==> src/rtl/core/ahpf_pkg.sv <==
// Shared types, constants and helper functions of the ASCII hex packet framer.
package ahpf_pkg;

  localparam int unsigned HEAD_BYTES_DEF  = 2;
  localparam int unsigned TAIL_BYTES_DEF  = 2;
  localparam int unsigned MAX_PAYLOAD_DEF = 1400;
  localparam int unsigned FIFO_DEPTH_DEF  = 4;

  localparam int unsigned CFG_IDX_W  = 8;
  localparam int unsigned CFG_DATA_W = 16;

  localparam logic [CFG_IDX_W-1:0] CFG_HEAD_PATTERN = CFG_IDX_W'(0);
  localparam logic [CFG_IDX_W-1:0] CFG_TAIL_PATTERN = CFG_IDX_W'(1);

  localparam int unsigned HEX_CHARS     = 16;
  localparam logic [15:0] LEN_OFFSET    = 16'd14;
  localparam logic [7:0]  HEX_NUM_BASE  = 8'h30;  // '0'
  localparam logic [7:0]  HEX_ALPHA_BASE = 8'h57; // 'a' - 10
  localparam logic [3:0]  NIB_MASK      = 4'hf;

  // One command handed from the front to the back end.
  typedef struct packed {
    logic        err;
    logic        hdr;
    logic        dat;
    logic        trl;
    logic [7:0]  data;
    logic [15:0] len_field;
    logic [15:0] type_code;
    logic [15:0] plen;
    logic [7:0]  total;
    logic [7:0]  seq;
    logic [7:0]  csum;
  } cmd_t;

  function automatic logic [7:0] hex_char(input logic [3:0] nib);
    logic [3:0] n;
    n = nib & NIB_MASK;
    if (n < 4'd10) begin
      return HEX_NUM_BASE + {4'h0, n};
    end else begin
      return HEX_ALPHA_BASE + {4'h0, n};
    end
  endfunction

endpackage

==> src/rtl/core/ahpf_if.sv <==
// Channel interfaces of the framer: input items, result bytes and register writes.
interface ahpf_in_if import ahpf_pkg::*; ();
  logic        valid;
  logic        ready;
  logic [7:0]  data_byte;
  logic [15:0] payload_length;
  logic [15:0] type_code;
  logic [7:0]  packet_total;
  logic [7:0]  packet_sequence;

  modport source (output valid, data_byte, payload_length, type_code, packet_total,
                  packet_sequence, input ready);
  modport sink (input valid, data_byte, payload_length, type_code, packet_total,
                packet_sequence, output ready);
endinterface

interface ahpf_out_if import ahpf_pkg::*; ();
  logic       valid;
  logic       ready;
  logic [7:0] out_byte;
  logic       frame_end;
  logic       length_error;

  modport source (output valid, out_byte, frame_end, length_error, input ready);
  modport sink (input valid, out_byte, frame_end, length_error, output ready);
endinterface

interface ahpf_cfg_if import ahpf_pkg::*; ();
  logic                  valid;
  logic                  ready;
  logic [CFG_IDX_W-1:0]  reg_index;
  logic [CFG_DATA_W-1:0] wdata;

  modport source (output valid, reg_index, wdata, input ready);
  modport sink (input valid, reg_index, wdata, output ready);
endinterface

==> src/rtl/core/ascii_hex_packet_framer.sv <==
// Top level of the ASCII hex packet framer: register port, front end, queue and back end.
//
//  Channel | Direction | Payload                                        | Transaction
//  in_i    | sink      | data_byte, payload_length, type_code, totals   | one payload item
//  out_o   | source    | out_byte, frame_end, length_error              | one frame byte
//  cfg_i   | sink      | reg_index, wdata                               | one register write
//
// Payload bytes in the middle of a packet flow at one per cycle while out_o is ready; a byte
// is held in the command queue and then in the output byte register before out_o shows it.
// The first item of a packet yields HeadBytes + 16 bytes and the last one 2 + TailBytes more,
// one per cycle, paced by the single output byte register of the back end.
// The command queue (FifoDepth entries) lets input items keep arriving during those bursts.
// Reset clears packet progress, checksum and pattern registers to zero and empties the queue.
// A stalled output holds its byte; the input stalls only when the queue is full.
module ascii_hex_packet_framer import ahpf_pkg::*; #(
  parameter int unsigned HeadBytes  = HEAD_BYTES_DEF,
  parameter int unsigned TailBytes  = TAIL_BYTES_DEF,
  parameter int unsigned MaxPayload = MAX_PAYLOAD_DEF,
  parameter int unsigned FifoDepth  = FIFO_DEPTH_DEF
) (
  input  logic      clk_i,
  input  logic      rst_ni,
  ahpf_in_if.sink   in_i,
  ahpf_out_if.source out_o,
  ahpf_cfg_if.sink  cfg_i
);

  logic [CFG_DATA_W-1:0] head_pattern_q, tail_pattern_q;
  logic                  push, pop, full, empty;
  cmd_t                  wr_cmd, rd_cmd;

  assign cfg_i.ready = 1'b1;

  always_ff @(posedge clk_i or negedge rst_ni) begin
    if (!rst_ni) begin
      head_pattern_q <= '0;
      tail_pattern_q <= '0;
    end else if (cfg_i.valid) begin
      if (cfg_i.reg_index == CFG_HEAD_PATTERN) begin
        head_pattern_q <= cfg_i.wdata;
      end else if (cfg_i.reg_index == CFG_TAIL_PATTERN) begin
        tail_pattern_q <= cfg_i.wdata;
      end
    end
  end

  ahpf_front #(
    .MaxPayload (MaxPayload)
  ) u_front (
    .clk_i  (clk_i),
    .rst_ni (rst_ni),
    .in_i   (in_i),
    .full_i (full),
    .push_o (push),
    .cmd_o  (wr_cmd)
  );

  ahpf_fifo #(
    .Depth (FifoDepth)
  ) u_fifo (
    .clk_i   (clk_i),
    .rst_ni  (rst_ni),
    .push_i  (push),
    .wdata_i (wr_cmd),
    .pop_i   (pop),
    .rdata_o (rd_cmd),
    .full_o  (full),
    .empty_o (empty)
  );

  ahpf_back #(
    .HeadBytes (HeadBytes),
    .TailBytes (TailBytes)
  ) u_back (
    .clk_i          (clk_i),
    .rst_ni         (rst_ni),
    .cmd_i          (rd_cmd),
    .empty_i        (empty),
    .pop_o          (pop),
    .head_pattern_i (head_pattern_q),
    .tail_pattern_i (tail_pattern_q),
    .out_o          (out_o)
  );

endmodule

==> src/rtl/core/ahpf_front.sv <==
// Front end: accepts input items, tracks packet progress and checksum, issues commands.
module ahpf_front import ahpf_pkg::*; #(
  parameter int unsigned MaxPayload = MAX_PAYLOAD_DEF
) (
  input  logic       clk_i,
  input  logic       rst_ni,
  ahpf_in_if.sink    in_i,
  input  logic       full_i,
  output logic       push_o,
  output cmd_t       cmd_o
);

  logic [15:0] bytes_seen_q, bytes_seen_d;
  logic [7:0]  running_xor_q, running_xor_d;
  logic        start;
  logic        closes;
  logic [15:0] seen_inc;
  logic [7:0]  hdr_xor;
  logic [7:0]  acc_xor;

  function automatic logic [7:0] field_xor(input logic [47:0] word);
    logic [7:0] x;
    x = 8'h00;
    for (int i = 0; i < 12; i++) begin
      x = x ^ hex_char(word[4*i +: 4]);
    end
    return x;
  endfunction

  assign in_i.ready = !full_i;
  assign push_o     = in_i.valid && !full_i;

  assign start    = (bytes_seen_q == 16'd0);
  assign seen_inc = bytes_seen_q + 16'd1;
  assign hdr_xor  = field_xor({in_i.type_code, in_i.payload_length,
                               in_i.packet_total, in_i.packet_sequence});
  assign acc_xor  = (start ? hdr_xor : running_xor_q) ^ in_i.data_byte;
  assign closes   = (seen_inc >= in_i.payload_length);

  always_comb begin
    cmd_o.err       = (in_i.payload_length > 16'(MaxPayload));
    cmd_o.hdr       = 1'b0;
    cmd_o.dat       = 1'b0;
    cmd_o.trl       = 1'b0;
    cmd_o.data      = in_i.data_byte;
    cmd_o.len_field = in_i.payload_length + LEN_OFFSET;
    cmd_o.type_code = in_i.type_code;
    cmd_o.plen      = in_i.payload_length;
    cmd_o.total     = in_i.packet_total;
    cmd_o.seq       = in_i.packet_sequence;
    cmd_o.csum      = acc_xor;
    bytes_seen_d    = 16'd0;
    running_xor_d   = 8'h00;
    if (cmd_o.err) begin
      cmd_o.csum = 8'h00;
    end else if (start && (in_i.payload_length == 16'd0)) begin
      // An empty packet carries the whole frame on this one item.
      cmd_o.hdr  = 1'b1;
      cmd_o.trl  = 1'b1;
      cmd_o.csum = hdr_xor;
    end else begin
      cmd_o.hdr = start;
      cmd_o.dat = 1'b1;
      cmd_o.trl = closes;
      if (!closes) begin
        bytes_seen_d  = seen_inc;
        running_xor_d = acc_xor;
      end
    end
  end

  always_ff @(posedge clk_i or negedge rst_ni) begin
    if (!rst_ni) begin
      bytes_seen_q  <= 16'd0;
      running_xor_q <= 8'h00;
    end else if (push_o) begin
      bytes_seen_q  <= bytes_seen_d;
      running_xor_q <= running_xor_d;
    end
  end

  assert property (@(posedge clk_i) disable iff (!rst_ni)
    bytes_seen_q <= 16'(MaxPayload))
    else $error("packet progress passed the payload limit");

endmodule

==> src/rtl/core/ahpf_fifo.sv <==
// Short command queue between the front end and the byte sequencer.
module ahpf_fifo import ahpf_pkg::*; #(
  parameter int unsigned Depth = FIFO_DEPTH_DEF
) (
  input  logic clk_i,
  input  logic rst_ni,
  input  logic push_i,
  input  cmd_t wdata_i,
  input  logic pop_i,
  output cmd_t rdata_o,
  output logic full_o,
  output logic empty_o
);

  localparam int unsigned PtrW = (Depth > 1) ? $clog2(Depth) : 1;
  localparam int unsigned CntW = $clog2(Depth + 1);

  cmd_t            mem_q [Depth];
  logic [PtrW-1:0] wr_ptr_q, rd_ptr_q;
  logic [CntW-1:0] count_q;

  function automatic logic [PtrW-1:0] ptr_next(input logic [PtrW-1:0] p);
    if (p == PtrW'(Depth - 1)) begin
      return '0;
    end else begin
      return p + PtrW'(1);
    end
  endfunction

  assign full_o  = (count_q == CntW'(Depth));
  assign empty_o = (count_q == '0);
  assign rdata_o = mem_q[rd_ptr_q];

  always_ff @(posedge clk_i) begin
    if (push_i) begin
      mem_q[wr_ptr_q] <= wdata_i;
    end
  end

  always_ff @(posedge clk_i or negedge rst_ni) begin
    if (!rst_ni) begin
      wr_ptr_q <= '0;
      rd_ptr_q <= '0;
      count_q  <= '0;
    end else begin
      if (push_i) begin
        wr_ptr_q <= ptr_next(wr_ptr_q);
      end
      if (pop_i) begin
        rd_ptr_q <= ptr_next(rd_ptr_q);
      end
      if (push_i && !pop_i) begin
        count_q <= count_q + CntW'(1);
      end else if (pop_i && !push_i) begin
        count_q <= count_q - CntW'(1);
      end
    end
  end

  assert property (@(posedge clk_i) disable iff (!rst_ni) push_i |-> !full_o)
    else $error("command pushed into a full queue");
  assert property (@(posedge clk_i) disable iff (!rst_ni) pop_i |-> !empty_o)
    else $error("command popped from an empty queue");
  assert property (@(posedge clk_i) disable iff (!rst_ni) count_q <= CntW'(Depth))
    else $error("queue fill count out of range");

endmodule

==> src/rtl/core/ahpf_back.sv <==
// Back end: expands each command into frame bytes and holds them in an output register.
module ahpf_back import ahpf_pkg::*; #(
  parameter int unsigned HeadBytes = HEAD_BYTES_DEF,
  parameter int unsigned TailBytes = TAIL_BYTES_DEF
) (
  input  logic                  clk_i,
  input  logic                  rst_ni,
  input  cmd_t                  cmd_i,
  input  logic                  empty_i,
  output logic                  pop_o,
  input  logic [CFG_DATA_W-1:0] head_pattern_i,
  input  logic [CFG_DATA_W-1:0] tail_pattern_i,
  ahpf_out_if.source            out_o
);

  localparam int unsigned MaxCnt0 = (HeadBytes > HEX_CHARS) ? HeadBytes : HEX_CHARS;
  localparam int unsigned MaxCnt  = (TailBytes > MaxCnt0) ? TailBytes : MaxCnt0;
  localparam int unsigned CntW    = $clog2(MaxCnt);

  typedef enum logic [5:0] {
    PhErr  = 6'b000001,
    PhHead = 6'b000010,
    PhHex  = 6'b000100,
    PhData = 6'b001000,
    PhSum  = 6'b010000,
    PhTail = 6'b100000
  } phase_e;

  phase_e          phase_q, phase_d, cur_ph, first_ph, next_ph;
  logic            fresh_q, fresh_d;
  logic [CntW-1:0] cnt_q, cnt_d;
  logic            last, done, emit, can_emit;
  logic [7:0]      byte_c;
  logic [3:0]      hex_nib;
  logic [63:0]     hex_word;

  logic       out_valid_q;
  logic [7:0] out_byte_q;
  logic       frame_end_q;
  logic       length_error_q;

  // Only the two low bytes of a pattern exist; the rest read as zero.
  function automatic logic [7:0] pattern_byte(input logic [CFG_DATA_W-1:0] pat,
                                              input logic [CntW-1:0] idx);
    if (idx == CntW'(0)) begin
      return pat[7:0];
    end else if (idx == CntW'(1)) begin
      return pat[15:8];
    end else begin
      return 8'h00;
    end
  endfunction

  assign hex_word = {cmd_i.len_field, cmd_i.type_code, cmd_i.plen, cmd_i.total, cmd_i.seq};
  assign hex_nib  = 4'(hex_word >> {4'd15 - cnt_q[3:0], 2'b00});

  always_comb begin
    if (cmd_i.err) begin
      first_ph = PhErr;
    end else if (cmd_i.hdr) begin
      first_ph = PhHead;
    end else begin
      first_ph = PhData;
    end
  end

  assign cur_ph = fresh_q ? first_ph : phase_q;

  always_comb begin
    byte_c  = 8'h00;
    last    = 1'b1;
    next_ph = cur_ph;
    done    = 1'b0;
    case (cur_ph)
      PhErr: begin
        done = 1'b1;
      end
      PhHead: begin
        byte_c  = pattern_byte(head_pattern_i, cnt_q);
        last    = (cnt_q == CntW'(HeadBytes - 1));
        next_ph = PhHex;
      end
      PhHex: begin
        byte_c = hex_char(hex_nib);
        last   = (cnt_q == CntW'(HEX_CHARS - 1));
        if (cmd_i.dat) begin
          next_ph = PhData;
        end else if (cmd_i.trl) begin
          next_ph = PhSum;
        end else begin
          done = 1'b1;
        end
      end
      PhData: begin
        byte_c = cmd_i.data;
        if (cmd_i.trl) begin
          next_ph = PhSum;
        end else begin
          done = 1'b1;
        end
      end
      PhSum: begin
        byte_c  = (cnt_q == CntW'(0)) ? hex_char(cmd_i.csum[7:4]) : hex_char(cmd_i.csum[3:0]);
        last    = (cnt_q == CntW'(1));
        next_ph = PhTail;
      end
      PhTail: begin
        byte_c = pattern_byte(tail_pattern_i, cnt_q);
        last   = (cnt_q == CntW'(TailBytes - 1));
        done   = 1'b1;
      end
      default: begin
        done = 1'b1;
      end
    endcase
  end

  assign can_emit = !out_valid_q || out_o.ready;
  assign emit     = !empty_i && can_emit;
  assign pop_o    = emit && last && done;

  always_comb begin
    fresh_d = fresh_q;
    phase_d = phase_q;
    cnt_d   = cnt_q;
    if (emit) begin
      if (last && done) begin
        fresh_d = 1'b1;
        phase_d = PhErr;
        cnt_d   = '0;
      end else if (last) begin
        fresh_d = 1'b0;
        phase_d = next_ph;
        cnt_d   = '0;
      end else begin
        fresh_d = 1'b0;
        phase_d = cur_ph;
        cnt_d   = cnt_q + CntW'(1);
      end
    end
  end

  always_ff @(posedge clk_i or negedge rst_ni) begin
    if (!rst_ni) begin
      fresh_q     <= 1'b1;
      phase_q     <= PhErr;
      cnt_q       <= '0;
      out_valid_q <= 1'b0;
    end else begin
      fresh_q <= fresh_d;
      phase_q <= phase_d;
      cnt_q   <= cnt_d;
      if (emit) begin
        out_valid_q <= 1'b1;
      end else if (out_o.ready) begin
        out_valid_q <= 1'b0;
      end
    end
  end

  always_ff @(posedge clk_i) begin
    if (emit) begin
      out_byte_q     <= byte_c;
      frame_end_q    <= ((cur_ph == PhTail) && last) || (cur_ph == PhErr);
      length_error_q <= (cur_ph == PhErr);
    end
  end

  assign out_o.valid        = out_valid_q;
  assign out_o.out_byte     = out_byte_q;
  assign out_o.frame_end    = frame_end_q;
  assign out_o.length_error = length_error_q;

  assert property (@(posedge clk_i) disable iff (!rst_ni) !fresh_q |-> !empty_i)
    else $error("command left the queue while its bytes were still being sent");
  assert property (@(posedge clk_i) disable iff (!rst_ni)
    out_valid_q && length_error_q |-> frame_end_q && (out_byte_q == 8'h00))
    else $error("error result without frame end or with a nonzero byte");
  assert property (@(posedge clk_i) disable iff (!rst_ni)
    emit && cmd_i.err |-> fresh_q)
    else $error("error command reached the sequencer in the middle of a command");

endmodule
==> src/flat_wrapper.sv <==
// flat-port wrapper written by rule: the top's interface ports become plain ports
module ascii_hex_packet_framer_flat import ahpf_pkg::*;
#(
  parameter int unsigned HeadBytes  = HEAD_BYTES_DEF,
  parameter int unsigned TailBytes  = TAIL_BYTES_DEF,
  parameter int unsigned MaxPayload = MAX_PAYLOAD_DEF,
  parameter int unsigned FifoDepth  = FIFO_DEPTH_DEF
)
  (clk_i, rst_ni, in_i_valid, in_i_data_byte, in_i_payload_length, in_i_type_code, in_i_packet_total, in_i_packet_sequence, in_i_ready, out_o_valid, out_o_out_byte, out_o_frame_end, out_o_length_error, out_o_ready, cfg_i_valid, cfg_i_reg_index, cfg_i_wdata, cfg_i_ready);
  ahpf_in_if in_i_i ();
  ahpf_out_if out_o_i ();
  ahpf_cfg_if cfg_i_i ();
  input  logic clk_i;
  input  logic rst_ni;
  input wire logic [$bits(in_i_i.valid)-1:0] in_i_valid;
  input wire logic [$bits(in_i_i.data_byte)-1:0] in_i_data_byte;
  input wire logic [$bits(in_i_i.payload_length)-1:0] in_i_payload_length;
  input wire logic [$bits(in_i_i.type_code)-1:0] in_i_type_code;
  input wire logic [$bits(in_i_i.packet_total)-1:0] in_i_packet_total;
  input wire logic [$bits(in_i_i.packet_sequence)-1:0] in_i_packet_sequence;
  output wire logic [$bits(in_i_i.ready)-1:0] in_i_ready;
  output wire logic [$bits(out_o_i.valid)-1:0] out_o_valid;
  output wire logic [$bits(out_o_i.out_byte)-1:0] out_o_out_byte;
  output wire logic [$bits(out_o_i.frame_end)-1:0] out_o_frame_end;
  output wire logic [$bits(out_o_i.length_error)-1:0] out_o_length_error;
  input wire logic [$bits(out_o_i.ready)-1:0] out_o_ready;
  input wire logic [$bits(cfg_i_i.valid)-1:0] cfg_i_valid;
  input wire logic [$bits(cfg_i_i.reg_index)-1:0] cfg_i_reg_index;
  input wire logic [$bits(cfg_i_i.wdata)-1:0] cfg_i_wdata;
  output wire logic [$bits(cfg_i_i.ready)-1:0] cfg_i_ready;
  assign in_i_i.valid = in_i_valid;
  assign in_i_i.data_byte = in_i_data_byte;
  assign in_i_i.payload_length = in_i_payload_length;
  assign in_i_i.type_code = in_i_type_code;
  assign in_i_i.packet_total = in_i_packet_total;
  assign in_i_i.packet_sequence = in_i_packet_sequence;
  assign in_i_ready = in_i_i.ready;
  assign out_o_valid = out_o_i.valid;
  assign out_o_out_byte = out_o_i.out_byte;
  assign out_o_frame_end = out_o_i.frame_end;
  assign out_o_length_error = out_o_i.length_error;
  assign out_o_i.ready = out_o_ready;
  assign cfg_i_i.valid = cfg_i_valid;
  assign cfg_i_i.reg_index = cfg_i_reg_index;
  assign cfg_i_i.wdata = cfg_i_wdata;
  assign cfg_i_ready = cfg_i_i.ready;
  ascii_hex_packet_framer #(.HeadBytes(HeadBytes), .TailBytes(TailBytes), .MaxPayload(MaxPayload), .FifoDepth(FifoDepth)) u_core (.clk_i(clk_i), .rst_ni(rst_ni), .in_i(in_i_i), .out_o(out_o_i), .cfg_i(cfg_i_i));
endmodule
==> config.mk <==
export PLATFORM = sky130hd
export DESIGN_NAME = ascii_hex_packet_framer_flat
export DESIGN_NICKNAME = d
export VERILOG_FILES = /design/src/rtl/core/ahpf_pkg.sv /design/src/rtl/core/ahpf_if.sv /design/src/rtl/core/ascii_hex_packet_framer.sv /design/src/rtl/core/ahpf_front.sv /design/src/rtl/core/ahpf_fifo.sv /design/src/rtl/core/ahpf_back.sv /design/src/flat_wrapper.sv
export SDC_FILE = /design/constraint.sdc
export NUM_CORES = 1
export LEC_CHECK = 0
export BUFFER_PORTS_ARGS = -buffer_cell sky130_fd_sc_hd__buf_2
export CAP_MARGIN = 20
export CELL_PAD_IN_SITES_DETAIL_PLACEMENT = 1
export CELL_PAD_IN_SITES_GLOBAL_PLACEMENT = 1
export CORE_ASPECT_RATIO = 1.1
export CORE_MARGIN = 2
export CORE_UTILIZATION = 55
export CTS_CLUSTER_DIAMETER = 150
export DETAILED_ROUTE_END_ITERATION = 12
export GPL_ROUTABILITY_DRIVEN = 0
export PLACE_DENSITY = 0.88
export SYNTH_ARGS = -nofsm -noshare
export SYNTH_HDL_FRONTEND = slang
export SYNTH_SLANG_ARGS = --single-unit
==> constraint.sdc <==
create_clock -name clk_i -period 7.75 [get_ports clk_i]
set_input_delay 0 -clock clk_i [delete_from_list [all_inputs] [get_ports clk_i]]
set_output_delay 0 -clock clk_i [all_outputs]
set_load 0.01 [all_outputs]
==> results.txt, run 1 <==
- Result of the run: finished, final reports clean
- In this run, placement finished with an instance count of 1883.
- Clock latency on the worst-skew pair, taken at its later pin, is 0.56 ns.
* Number of buffers inserted by port buffering: 96
* Share of the cycle needed by the critical path after routing: 0.6666
* Crit path launch type: flip-flop
- CTS placed an instance of sky130_fd_sc_hd__clkbuf_16 at the clock tree root.
- Relative slew slack: 0.1558
* Area growth from synthesis to final layout: 15.35%
- Count of pins over their slew limit: 0
- Length of the first detailed-routing pass in iterations: 6
- In this run, CTS created clock tree buffers numbering 41.
- Counting every instance in the synthesized netlist gives 1343.
- Die outline area: 37660 sq um
- In the final design database the tool counted 1655 nets.
- Hold violation count in the final report: 0
- Setup Viol. Count Final: 0
- After synthesis, the mean cell area works out to 14.79 sq um.
- Ports placed on the boundary: 98
- Initial antenna violation count: 0
- Critical path endpoint category: flip-flop
- For this design, the sink count on the clock tree is 417.
- IR analysis of the VDD net gives a maximum drop of 0.0002009 V.
- Summed over all layers, the routed wires come to 67540 microns.
- For this design, the slowest cell found on the critical path is sky130_fd_sc_hd__dfrtp_4.
- Core Region: 35900 sq um
* Vias in the first global route: 14490
- Combinational share of power: 0.313
* Count of fill cells added during filler insertion: 3341
* Horizontal extent of the die: 185.2 microns
- Top cell family by delay on the critical path: simple AND/OR/NAND/NOR gates
- Netlist area before placement: 19870 sq um
- Number of resized instances in the post-cts repair step: 0
- Share of synthesized area occupied by flip-flops and latches: 0.6115
* Crit path launch: u_core.u_fifo.rd_ptr_q[1]
- Count of inserted antenna diode cells: 0
- Setup repair after global routing missed its margin: false
- Dividing total power by cell area gives a power density of 342.5 nW/um^2.
* Startpoint-to-endpoint class of the critical path: flip-flop to flip-flop
* DIE HEIGHT: 203.3 microns
- Number of nets still failing antenna checks after routing: 0
- CTS max path bufs: 3
- Final setup skew: 0.01619 ns
- Switching share of power: 0.3513
* Total GRT Usage: 0.3679
- Buffers and inverters on the worst path: 3
- Hold path startpoint: in_i_valid
* Max-cap violation count: 0
* Violation count after the first detailed-routing iteration: 2373
- The first global-routing pass estimated 99330 microns of wire.
- The number of nets handed over by synthesis was 1481.
* Max stage delay on crit path: 0.85 ns
- Proportion of register bits with asynchronous set or reset after synthesis: 0.1799
- Yosys mapped a number of flops with a built-in enable equal to 342.
- Leading register cell type out of synthesis: sky130_fd_sc_hd__edfxtp_1
- The internal portion of the total power is 0.005091 W.
- For this run, design rule violations remaining after detail routing come to 0.
* Vias after detailed routing: 14140
* Maximum fanout encountered on the critical timing path: 42
* Path category of the worst min-delay check: input port to flip-flop
* Std-Cell Rows: 73
- Dividing the detail-routed via count by the number of cells gives 6.961.
- TritonCTS built the clock tree.
* H-tree depth: 2
- Largest net degree at the start of global routing: 76
- Total of flip-flops plus latches after synthesis: 417
* Post-CTS setup repair buffer count: 0
- CTS Hold Buffers Added: 74
- Portion of synthesized cell area occupied by the leading cell type: 0.5169
* Net switching power figure: 0.002757 W
- Global route total overflow: 0
- The synthesized netlist contains 69 unique library cells.
- Dividing the detail-routed wire length by the instance count gives 33.24 microns.
- Data arrives at the worst endpoint at 5.60 ns.
* Multi-input gate area: 7209 sq um
- The routed design could run at a clock period as short as 5.166 ns.
* RR Startpoint: u_core.u_fifo.rd_ptr_q[1]
* Cell types occupying the most area after synthesis: sky130_fd_sc_hd__edfxtp_1, sky130_fd_sc_hd__dfrtp_1, sky130_fd_sc_hd__mux4_2
- Dominant cell type by area after synthesis: sky130_fd_sc_hd__edfxtp_1
- STA puts the critical path data required time at 8.18 ns.
* Clock Power Share: 0.274
* Clock-pin slew of the registers on the worst-case setup and hold paths: 0.08 ns
* Number of standard cells in the layout, taps in and fillers out: 2032
- Highest clock rate: 0.1936 GHz
- Effective utilization at floorplan: 0.5535
* Sum of negative setup slack: 0 ns
- Yosys warning count: 0
* Worst-margin pin slew: 1.234 ns
- Cells traversed along the worst timing path: buf_4 -> mux4_1 -> nand3b_1 -> and2_1 -> a32oi_1 -> o21bai_1 -> and2_1 -> nor2b_1 -> inv_1 -> ha_1 -> inv_1 -> fa_1 -> mux2_2
- Registers take 12160 sq um.
* Fraction of the core area covered by cells at the end of the flow: 0.6385
- The analysis attributes to cell leakage a power of 8.490 nW.
* Fraction of layout cells with a size suffix above 1: 0.1838
- Reg power frac: 0.413
* HPWL Detailed: 36970 microns
routing by layer:
layer	track usage	up-vias	wire length, microns
met5	0	-	0
met1	0.4932	7155	24520
met3	0.06482	267	6824
met4	0.1896	0	4303
met2	0.5820	1185	31900
li1	-	5537	-
path summary, 6_finish.rpt:
| check | to | depth (start not counted) | slack (ns) |
|---|---|---|---|
| max in group asynchronous | u_core.u_back.fresh_q | 4 | 6.77 |
| hold reg to reg | u_core.tail_pattern_q[1] | 1 | 0.51 |
| setup / recovery | u_core.u_fifo.count_q[1] | 13 | 2.58 |
| setup reg to reg | u_core.u_fifo.count_q[1] | 13 | 2.58 |
| min in group asynchronous | u_core.tail_pattern_q[14] | 3 | 0.37 |
| hold / removal | u_core.u_fifo.mem_q[0][77] | 2 | 0.02 |
cells in the mapped netlist (all sizes together), types with 17 or more instances:
master / n
edfxtp: 342
nand2: 93
mux4: 88
o21ai: 77
a21oi: 74
dfrtp: 73
xnor2: 66
inv: 62
ha: 52
nor2: 47
mux2: 38
clkbuf: 32
nand3: 32
xor2: 24
buf: 21
a22oi: 17
state kept, by name (all words and copies together), names as in the netlist:
register	flops
u_core.u_back.out_o.out_byte	8
u_core.tail_pattern_q	16
u_core.u_front.bytes_seen_q	16
u_core.u_fifo.mem_q	332
u_core.u_back.fresh_q	1
u_core.head_pattern_q	16
u_core.u_back.cnt_q	4
u_core.u_front.running_xor_q	8
u_core.u_fifo.count_q	3
u_core.u_back.out_o.frame_end	1
u_core.u_fifo.rd_ptr_q	2
u_core.u_fifo.wr_ptr_q	2
u_core.u_back.out_o.length_error	1
u_core.u_back.out_o.valid	1
u_core.u_back.phase_q	6
power by group through the flow:
| stage | Sequential (W) | Combinational [W] | Clock (W) |
|---|---|---|---|
| global route | 0.00326 | 0.00256 | 0.00221 |
| CTS | 0.00319 | 0.00235 | 0.00207 |
| global placement | 0.00316 | 0.00205 | 0 |
| finish | 0.00324 | 0.00246 | 0.00215 |
| detailed placement | 0.00321 | 0.00219 | 0 |
| floorplan | 0.00306 | 0.00166 | 0 |
cell usage in the layout, fill, tap and decap left out, types with 14 or more instances in the layout:
cell type	Yosys	routed
sky130_fd_sc_hd__mux2_2	38	38
sky130_fd_sc_hd__nand3_1	32	32
sky130_fd_sc_hd__xnor2_1	66	66
sky130_fd_sc_hd__dfrtp_1	73	71
sky130_fd_sc_hd__nor2_1	46	46
sky130_fd_sc_hd__mux4_1	25	25
sky130_fd_sc_hd__mux4_2	63	63
sky130_fd_sc_hd__nor2b_1	16	16
sky130_fd_sc_hd__o21ai_0	76	76
sky130_fd_sc_hd__mux2i_1	15	15
sky130_fd_sc_hd__nor3b_1	14	14
sky130_fd_sc_hd__a22oi_1	17	17
sky130_fd_sc_hd__xor2_1	24	24
sky130_fd_sc_hd__inv_1	61	61
sky130_fd_sc_hd__clkbuf_16	0	43
sky130_fd_sc_hd__ha_1	52	52
sky130_fd_sc_hd__buf_2	6	96
sky130_fd_sc_hd__edfxtp_1	342	342
sky130_fd_sc_hd__a21oi_1	74	74
sky130_fd_sc_hd__nand2_1	93	93
sky130_fd_sc_hd__dlygate4sd3_1	0	75
stage by stage:
step | power [W] | hold slack (ns) | cell area [sq um] | worst slack, ns
5_1_grt | 0.008031 | 0.01259 | 22920 | 2.455
3_5_place_dp | 0.005401 | 0.2334 | 20770 | 2.967
2_1_floorplan | 0.004720 | -0.2956 | 19870 | 4.417
3_3_place_gp | 0.005213 | 0.2184 | 20770 | 3.233
6_report | 0.007848 | 0.01735 | 22920 | 2.584
4_1_cts | 0.007612 | 0.003222 | 22860 | 2.743
logic make-up (layout without fill, tap and decap cells):
logic type	Yosys count	after routing	synth area share
other	1	1	0.0001887
multiplexers	141	141	0.1336
adder cells (fa/ha/maj)	53	53	0.03376
AND/OR/NAND/NOR	285	285	0.07438
AO/OA/AOI/OAI	234	234	0.07236
XOR/XNOR	97	97	0.04761
flip-flops	417	417	0.6115
buffers and inverters	115	317	0.02664
cell type report:
type | count | share of cell area
sequential | 417 | 0.5304
multi-input combinational | 811 | 0.3146
timing repair buffer | 184 | 0.05902
clock buffer | 50 | 0.04853
tap | 487 | 0.02659
clock inverter | 21 | 0.01070
inverter | 62 | 0.01015
No activity file was read; power rests on OpenSTA's default activity.
==> run 2: changes to the inputs <==
--- a/config.mk
+++ b/config.mk
@@ -11,11 +11,11 @@
 export CELL_PAD_IN_SITES_GLOBAL_PLACEMENT = 1
 export CORE_ASPECT_RATIO = 1.1
 export CORE_MARGIN = 2
-export CORE_UTILIZATION = 55
+export CORE_UTILIZATION = 47
 export CTS_CLUSTER_DIAMETER = 150
 export DETAILED_ROUTE_END_ITERATION = 12
 export GPL_ROUTABILITY_DRIVEN = 0
-export PLACE_DENSITY = 0.88
+export PLACE_DENSITY = 0.8
 export SYNTH_ARGS = -nofsm -noshare
 export SYNTH_HDL_FRONTEND = slang
 export SYNTH_SLANG_ARGS = --single-unit
==> constraint.sdc (replaced) <==
create_clock -name clk_i -period 4.7 [get_ports clk_i]
set_input_delay 0 -clock clk_i [delete_from_list [all_inputs] [get_ports clk_i]]
set_output_delay 0 -clock clk_i [all_outputs]
set_load 0.01 [all_outputs]
==> results.txt, run 2 (same netlist as run 1, synthesis figures left out) <==
- Result of the run: finished, final reports clean (unchanged).
- Hold violation count in the final report: 0 (unchanged)
- The number of global-route vias before repair was 13850 (was 14490).
- Max stage delay on crit path: 0.65 ns (was 0.85 ns)
- The total negative slack was 0 ns (unchanged).
- The headroom to the max-slew limit is 0.4293 (was 0.1558).
- The internal portion of total power is 0.008137 W (was 0.005091 W).
- Final setup skew: 0.02095 ns (was 0.01619 ns)
- Total GRT Usage: 0.2726 (was 0.3679)
- Most frequent standard cell in the layout excluding fill and tap cells: sky130_fd_sc_hd__edfxtp_1 (unchanged)
- Switching share of power: 0.3350 (was 0.3513)
- WP data arrival: 4.55 ns (was 5.60 ns)
* Wirelength, routed: 58620 microns (was 67540 microns)
- The area inside the core boundary came to 42010 sq um (was 35900 sq um).
* Net switching power figure: 0.004100 W (was 0.002757 W)
- The startpoint class of the critical path was a flip-flop (unchanged).
* Highest clock rate: 0.2434 GHz (was 0.1936 GHz)
- The final-stage net count came to 1667 (was 1655).
- The number of non-filler instances in the completed layout came to 2127 (was 2032).
* Commonest non-fill, non-tap cells in the layout: sky130_fd_sc_hd__edfxtp_1, sky130_fd_sc_hd__buf_2, sky130_fd_sc_hd__nand2_1 (unchanged)
* Count of inserted antenna diode cells: 0 (unchanged)
- The share of the clock period used by the worst path after layout is 0.8742 (was 0.6666).
- Worst hold slack after final layout: 0.06394 ns (was 0.01735 ns)
- Initial antenna violation count: 0 (unchanged)
* Global-route wire length before repair: 88040 microns (was 99330 microns)
- The leakage component of the power is 8.508 nW (was 8.490 nW).
- The final-layout fill cell count was 4039 (was 3341).
* Vias after detailed routing: 13250 (was 14140)
- The length in cells of the worst reg-to-reg path came to 13 (unchanged).
- The number of search-and-repair iterations in the first detailed-routing pass is 6 (unchanged).
- The multi-input logic area is 7209 sq um (unchanged).
- The clock group share of total power was 0.256 (was 0.274).
- The count of standard-cell rows came to 79 (was 73).
- The TritonCTS sink count was 417 (unchanged).
* Clock tree root buffer cell: sky130_fd_sc_hd__clkbuf_16 (unchanged)
- Clock-pin slew of the registers on the worst-case setup and hold paths: 0.07 ns (was 0.08 ns)
- The sequential standard cell area was 12160 sq um (unchanged).
- The type of the worst setup path is flip-flop to flip-flop (unchanged).
- Largest net degree at the start of global routing: 87 (was 76)
* Area growth from synthesis to final layout: 15.64% (was 15.35%)
- Clock tree from TritonCTS: done (unchanged)
- Max IR drop VDD: 0.0004566 V (was 0.0002009 V)
- The number of buffers added on ports is 96 (unchanged).
* Path category of the worst min-delay check: input port to flip-flop (unchanged)
- The effective utilization at floorplan was 0.4729 (was 0.5535).
- Total design power: 0.01224 W (was 0.007848 W)
- The final standard cell utilization of the core is 0.5469 (was 0.6385).
- The total global routing overflow came to 0 (unchanged).
- The number of maximum-capacitance violations came to 0 (unchanged).
- The critical path data required time is 5.14 ns (was 8.18 ns).
- The minimum setup slack among reg-to-reg paths was 0.59 ns (was 2.58 ns).
- Clock Latency Late Sink: 0.55 ns (was 0.56 ns)
* Ratio of routed vias to standard cells: 6.228 (was 6.961)
- The cell with the largest stage delay on the worst path is sky130_fd_sc_hd__mux4_1 (was sky130_fd_sc_hd__dfrtp_4).
- The maximum fanout count along the critical path was 11 (was 42).
- Horizontal extent of the die: 200.0 microns (was 185.2 microns)
- Time the final worst path needs with I/O delays and setup: 4.109 ns (was 5.166 ns)
- Setup repair after global routing missed its margin: false (unchanged).
* Worst Hold Depth: 4 (was 2)
- The number of routed nets with antenna violations was 0 (unchanged).
- Clock buffers created by TritonCTS: 41 (unchanged)
* Worst-margin pin slew: 0.8532 ns (was 1.234 ns)
- HPWL Detailed: 35970 microns (was 36970 microns)
- Die outline area: 43930 sq um (was 37660 sq um)
- The routed wirelength normalized by instance count is 27.56 microns (was 33.24 microns).
- The share of cells above drive strength 1 is 0.1897 (was 0.1838).
- DRC: 0 (unchanged)
- The number of flip-flops under the largest register name came to 332 (unchanged).
- Reg power frac: 0.415 (was 0.413)
- H-tree depth: 2 (unchanged)
- The count of pins over their slew limit is 0 (unchanged).
* Combinational share of power: 0.329 (was 0.313)
* CTS max path bufs: 3 (unchanged)
- The final-report setup violation count was 0 (unchanged).
* Violation count after the first detailed-routing iteration: 1220 (was 2373)
- The power density over the cells came to 532.6 nW/um^2 (was 342.5 nW/um^2).
* DIE HEIGHT: 219.6 microns (was 203.3 microns)
- Critical path endpoint category: flip-flop (unchanged)
- The post-cts repair resize count was 0 (unchanged).
- Ports placed on the boundary: 98 (unchanged)
- Cells traversed along the worst timing path: mux4_1 -> nand3b_1 -> and2_1 -> buf_4 -> a32oi_1 -> o21bai_1 -> and2_1 -> nor2b_1 -> inv_1 -> ha_1 -> inv_1 -> fa_1 -> mux2_2 (was buf_4 -> mux4_1 -> nand3b_1 -> and2_1 -> a32oi_1 -> o21bai_1 -> and2_1 -> nor2b_1 -> inv_1 -> ha_1 -> inv_1 -> fa_1 -> mux2_2).
* Instance count after placement with tap cells included: 1978 (was 1883)
* Register ranked first by flip-flop count: u_core.u_fifo.mem_q (unchanged)
[run 2: layer usage]
| metal | vias to the layer above | part of all wire | global-route usage |
|---|---|---|---|
| met4 | 0 | 0.036 | 0.1015 |
| met5 | - | 0 | 0 |
| met1 | 6857 | 0.39 | 0.3607 |
| met3 | 138 | 0.073 | 0.03887 |
| met2 | 684 | 0.50 | 0.4593 |
| li1 | 5567 | - | - |
[run 2: worst paths after layout]
path	endpoint	startpoint
min in group asynchronous	u_core.tail_pattern_q[0]	rst_ni
setup reg to reg	u_core.u_fifo.count_q[1]	u_core.u_fifo.rd_ptr_q[0]
setup / recovery	u_core.u_fifo.count_q[1]	u_core.u_fifo.rd_ptr_q[0]
hold reg to reg	u_core.u_front.running_xor_q[2]	u_core.u_front.running_xor_q[2]
hold / removal	u_core.head_pattern_q[5]	cfg_i_reg_index[0]
max in group asynchronous	u_core.head_pattern_q[14]	rst_ni
[run 2: layout make-up]
| cell class | instances | area share |
|---|---|---|
| Tap cell | 567 | 0.03088 |
| Sequential cell | 417 | 0.5291 |
| Inverter | 62 | 0.01013 |
| Multi-Input combinational cell | 811 | 0.3138 |
| Timing Repair Buffer | 196 | 0.06295 |
| Clock inverter | 25 | 0.006753 |
| Clock buffer | 49 | 0.04640 |
[run 2: timing repair]
item | in CTS | in global routing
hold buffers | 75 | 0
setup buffers | 0 | 0
endpoints found under the hold margin | 348 | 0
[run 2: power groups by stage]
stage,registers (W),logic [W],clock network (W)
after global placement,0.00502,0.00374,0
after detailed placement,0.00510,0.00388,0
final,0.00508,0.00403,0.00313
after CTS,0.00503,0.00398,0.00310
after floorplan,0.00504,0.00274,0
after global routing,0.00512,0.00430,0.00326
[run 2: metrics by stage]
stage / cell area [sq um] / worst slack [ns]
2_1_floorplan: 19870 / 1.367
6_report: 22980 / 0.5912
5_1_grt: 22980 / 0.4058
3_3_place_gp: 21000 / 1.065
4_1_cts: 22980 / 0.8149
3_5_place_dp: 21000 / 0.9059
[run 2: worst max-delay path: cells and delay by family, from the launching register on]
kind                       cells  cell delay, ns
and+or+nand+nor                4            0.95
adders and majority gates      2            0.66
AOI/OAI and AO/OA              2            0.55
DFF                            1            0.48
muxes                          2            0.92
buffers and inverters          3            0.44
==> run 3: changes to the inputs <==
--- a/config.mk
+++ b/config.mk
@@ -15,7 +15,9 @@
 export CTS_CLUSTER_DIAMETER = 150
 export DETAILED_ROUTE_END_ITERATION = 12
 export GPL_ROUTABILITY_DRIVEN = 0
+export HOLD_SLACK_MARGIN = 0.06
 export PLACE_DENSITY = 0.8
+export RECOVER_POWER = 50
 export SYNTH_ARGS = -nofsm -noshare
 export SYNTH_HDL_FRONTEND = slang
 export SYNTH_SLANG_ARGS = --single-unit
==> results.txt, run 3 (same netlist as run 1, synthesis figures left out) <==
- The count of pins over their slew limit was 139 (was 0).
* Clock buffers created by TritonCTS: 41 (unchanged)
- Core Region: 42010 sq um (unchanged)
- The final worst clock skew came to 0.01815 ns (was 0.02095 ns).
- Setup WS pre-CTS: 0.9059 ns (unchanged)
- Violations in the final reports: max-capacitance violations, max-slew violations
- Share of the cycle needed by the critical path after routing: 0.8735 (was 0.8742)
* Vias in the first global route: 13860 (was 13850)
- Die outline area: 43930 sq um (unchanged)
* Setup Viol. Count Final: 0 (unchanged)
- The leakage component of the power was 8.314 nW (was 8.508 nW).
- Number of buffers inserted by port buffering: 96 (unchanged)
* Worst-margin pin slew: 3.417 ns (was 0.8532 ns)
- Hold Path Sink: u_core.u_fifo.mem_q[3][76] (was u_core.head_pattern_q[5])
- The final-stage net count came to 1668 (was 1667).
- The worst-case clock buffer depth was 3 (unchanged).
* H-tree depth: 2 (unchanged)
- The clock transition time at the flip-flop clock pins of the worst setup and hold paths is 0.06 ns (was 0.07 ns).
- The longest individual stage delay on the worst path came to 0.66 ns (was 0.65 ns).
* Hold violation count in the final report: 0 (unchanged)
* Number of nets still failing antenna checks after routing: 0 (unchanged)
- The minimum setup slack among reg-to-reg paths is 0.59 ns (about the same).
* Std-Cell Rows: 79 (unchanged)
- Highest clock rate: 0.2436 GHz (was 0.2434 GHz)
- Critical path endpoint category: flip-flop (unchanged)
* RR Startpoint: u_core.u_fifo.rd_ptr_q[0] (unchanged)
- Worst Hold Depth: 2 (was 4)
- The largest net degree at the start of global routing came to 87 (unchanged).
* Cells traversed along the worst timing path: mux4_1 -> nand3b_1 -> and2_1 -> buf_4 -> a32oi_1 -> o21bai_1 -> and2_1 -> nor2b_1 -> inv_1 -> ha_1 -> inv_1 -> fa_1 -> mux2_2 (unchanged)
- The headroom to the max-slew limit was -1.278 (was 0.4293).
- The commonest non-fill, non-tap cell in the layout is sky130_fd_sc_hd__edfxtp_1 (unchanged).
- The number of setup buffers added after CTS was 0 (unchanged).
- The via count came to 13170 (was 13250).
* Global-route wire length before repair: 88090 microns (was 88040 microns)
- Number of cell instances on the worst register-to-register path: 13 (unchanged)
- The startpoint class of the critical path is a flip-flop (unchanged).
- The cell with the largest stage delay on the worst path was sky130_fd_sc_hd__mux4_1 (unchanged).
- The later-pin clock latency in the skew report came to 0.55 ns (about the same).
* Capturing point of the worst reg2reg path: u_core.u_fifo.count_q[1] (unchanged)
- Worst hold slack after final layout: 0.2025 ns (was 0.06394 ns)
- Commonest non-fill, non-tap cells in the layout: sky130_fd_sc_hd__edfxtp_1, sky130_fd_sc_hd__nand2_1, sky130_fd_sc_hd__clkbuf_1 (was sky130_fd_sc_hd__edfxtp_1, sky130_fd_sc_hd__buf_2, sky130_fd_sc_hd__nand2_1).
* Effective utilization at floorplan: 0.4729 (unchanged)
- The critical path data required time is 5.14 ns (about the same).
- The type of the tightest min-delay check was input port to flip-flop (unchanged).
- The number of search-and-repair iterations in the first detailed-routing pass came to 5 (was 6).
- The number of placed instances with taps included is 1978 (unchanged).
- Hold path startpoint: in_i_valid (was cfg_i_reg_index[0])
- Number of standard cells in the layout, taps in and fillers out: 2128 (was 2127)
- The CTS tree is done (unchanged).
* Flip-flop count of the largest register after layout: 332 (unchanged)
- The number of violations reported at the end of detailed-routing iteration 0 is 1185 (was 1220).
* DRC: 0 (unchanged)
* Cell area after placement: 21000 sq um (unchanged)
- The number of maximum-capacitance violations was 3 (was 0).
- The total length of routed wires is 58460 microns (was 58620 microns).
- The area growth from synthesis to layout came to 15.15% (was 15.64%).
* Final worst setup slack: 0.5944 ns (was 0.5912 ns)
* Startpoint-to-endpoint class of the critical path: flip-flop to flip-flop (unchanged)
- HPWL Detailed: 35970 microns (unchanged)
- The number of antenna violations at the first check in global routing is 0 (unchanged).
- WP data arrival: 4.55 ns (about the same)
- The aggregate global-route resource usage was 0.2728 (was 0.2726).
- The clock period minus final worst setup slack was 4.106 ns (was 4.109 ns).
* Buffers and inverters on the worst path: 3 (unchanged)
- Sum of negative setup slack: 0 ns (unchanged)
* Max IR drop VDD: 0.0004549 V (was 0.0004566 V)
- The maximum fanout count along the critical path came to 11 (unchanged).
- The largest register by flop count is u_core.u_fifo.mem_q (unchanged).
* DIE HEIGHT: 219.6 microns (unchanged)
- Count of inserted antenna diode cells: 0 (unchanged)
- Global route total overflow: 0 (unchanged)
* Horizontal extent of the die: 200.0 microns (unchanged)
- The root buffer cell is sky130_fd_sc_hd__clkbuf_16 (unchanged).
* Ports placed on the boundary: 98 (unchanged)
- The TritonCTS sink count came to 417 (unchanged).
* Total non-filler cell area in the finished layout: 22880 sq um (was 22980 sq um)
* Total power divided by cell area: 533.9 nW/um^2 (was 532.6 nW/um^2)
- Fraction of layout cells with a size suffix above 1: 0.1409 (was 0.1897)
* Setup repair after global routing missed its margin: false (unchanged)
- Result of the run: finished, violations left (was finished, final reports clean).
* Final routed wire length divided by cell count: 27.47 microns (was 27.56 microns)
- Top cell family by delay on the critical path: simple AND/OR/NAND/NOR gates (unchanged)
* Ratio of routed vias to standard cells: 6.187 (was 6.228)
[run 3: cell types whose count changed in the layout (fill, tap and decap cells not counted)]
cell,before,now
sky130_fd_sc_hd__dlygate4sd3_1,75,76
sky130_fd_sc_hd__and3_1,4,6
sky130_fd_sc_hd__mux2_1,0,2
sky130_fd_sc_hd__clkbuf_4,0,1
sky130_fd_sc_hd__buf_4,24,20
sky130_fd_sc_hd__mux2_2,38,36
sky130_fd_sc_hd__and3_4,4,2
sky130_fd_sc_hd__clkbuf_1,7,79
sky130_fd_sc_hd__buf_2,95,26
[run 3: worst max path at each step]
stage / startpoint / endpoint / cells past startpoint
floorplan: u_core.u_fifo.rd_ptr_q[0] / u_core.u_fifo.count_q[1] / 14
global placement: u_core.u_fifo.rd_ptr_q[0] / u_core.u_fifo.count_q[1] / 13
detailed placement: u_core.u_fifo.rd_ptr_q[0] / u_core.u_fifo.count_q[1] / 13
CTS: u_core.u_fifo.rd_ptr_q[0] / u_core.u_fifo.count_q[1] / 13
global route: rst_ni / u_core.u_fifo.rd_ptr_q[1] / 3
finish: u_core.u_fifo.rd_ptr_q[0] / u_core.u_fifo.count_q[1] / 13
[run 3: where the power goes]
group	leakage, nW	switching [W]	internal (W)
Combinational	3.56	0.00235	0.00164
Sequential	4.15	0.000288	0.00480
Clock	0.602	0.00145	0.00168
[run 3: area by class of cell]
class                      count  area (sq um)
clock inverter                25         155.1
fill                        4075         19130
inverter                      62         232.7
timing repair buffer         197          1359
tap                          567         709.4
multi-input combinational    811          7199
sequential                   417         12160
clock buffer                  49          1066
[run 3: routing by layer]
metal	global-route usage	vias to the layer above	wire length (microns)
li1	-	5573	-
met3	0.03887	144	4238
met4	0.1015	0	2210
met2	0.4597	660	29030
met1	0.3607	6788	22990
met5	0	-	0
[run 3: what timing repair did]
| action | CTS | global route |
|---|---|---|
| gates resized for setup | 0 | 0 |
| endpoints found under the hold margin | 374 | 0 |
| hold buffers | 76 | 0 |
[run 3: worst reg2reg max path: cells and delay by family, from the launching register on]
kind,cells,cell delay [ns]
AND/OR/NAND/NOR,4,0.96
flip-flops,1,0.48
adder cells (fa/ha/maj),2,0.66
multiplexers,2,0.93
buffers and inverters,3,0.44
AO/OA/AOI/OAI,2,0.55
[run 3: per-stage QoR]
step                      power [W]  utilization
after floorplan            0.007782            -
after global placement     0.008757       0.5000
after detailed placement   0.008979       0.5000
after CTS                   0.01211       0.5472
after global routing        0.01266       0.5446
final                       0.01221       0.5446
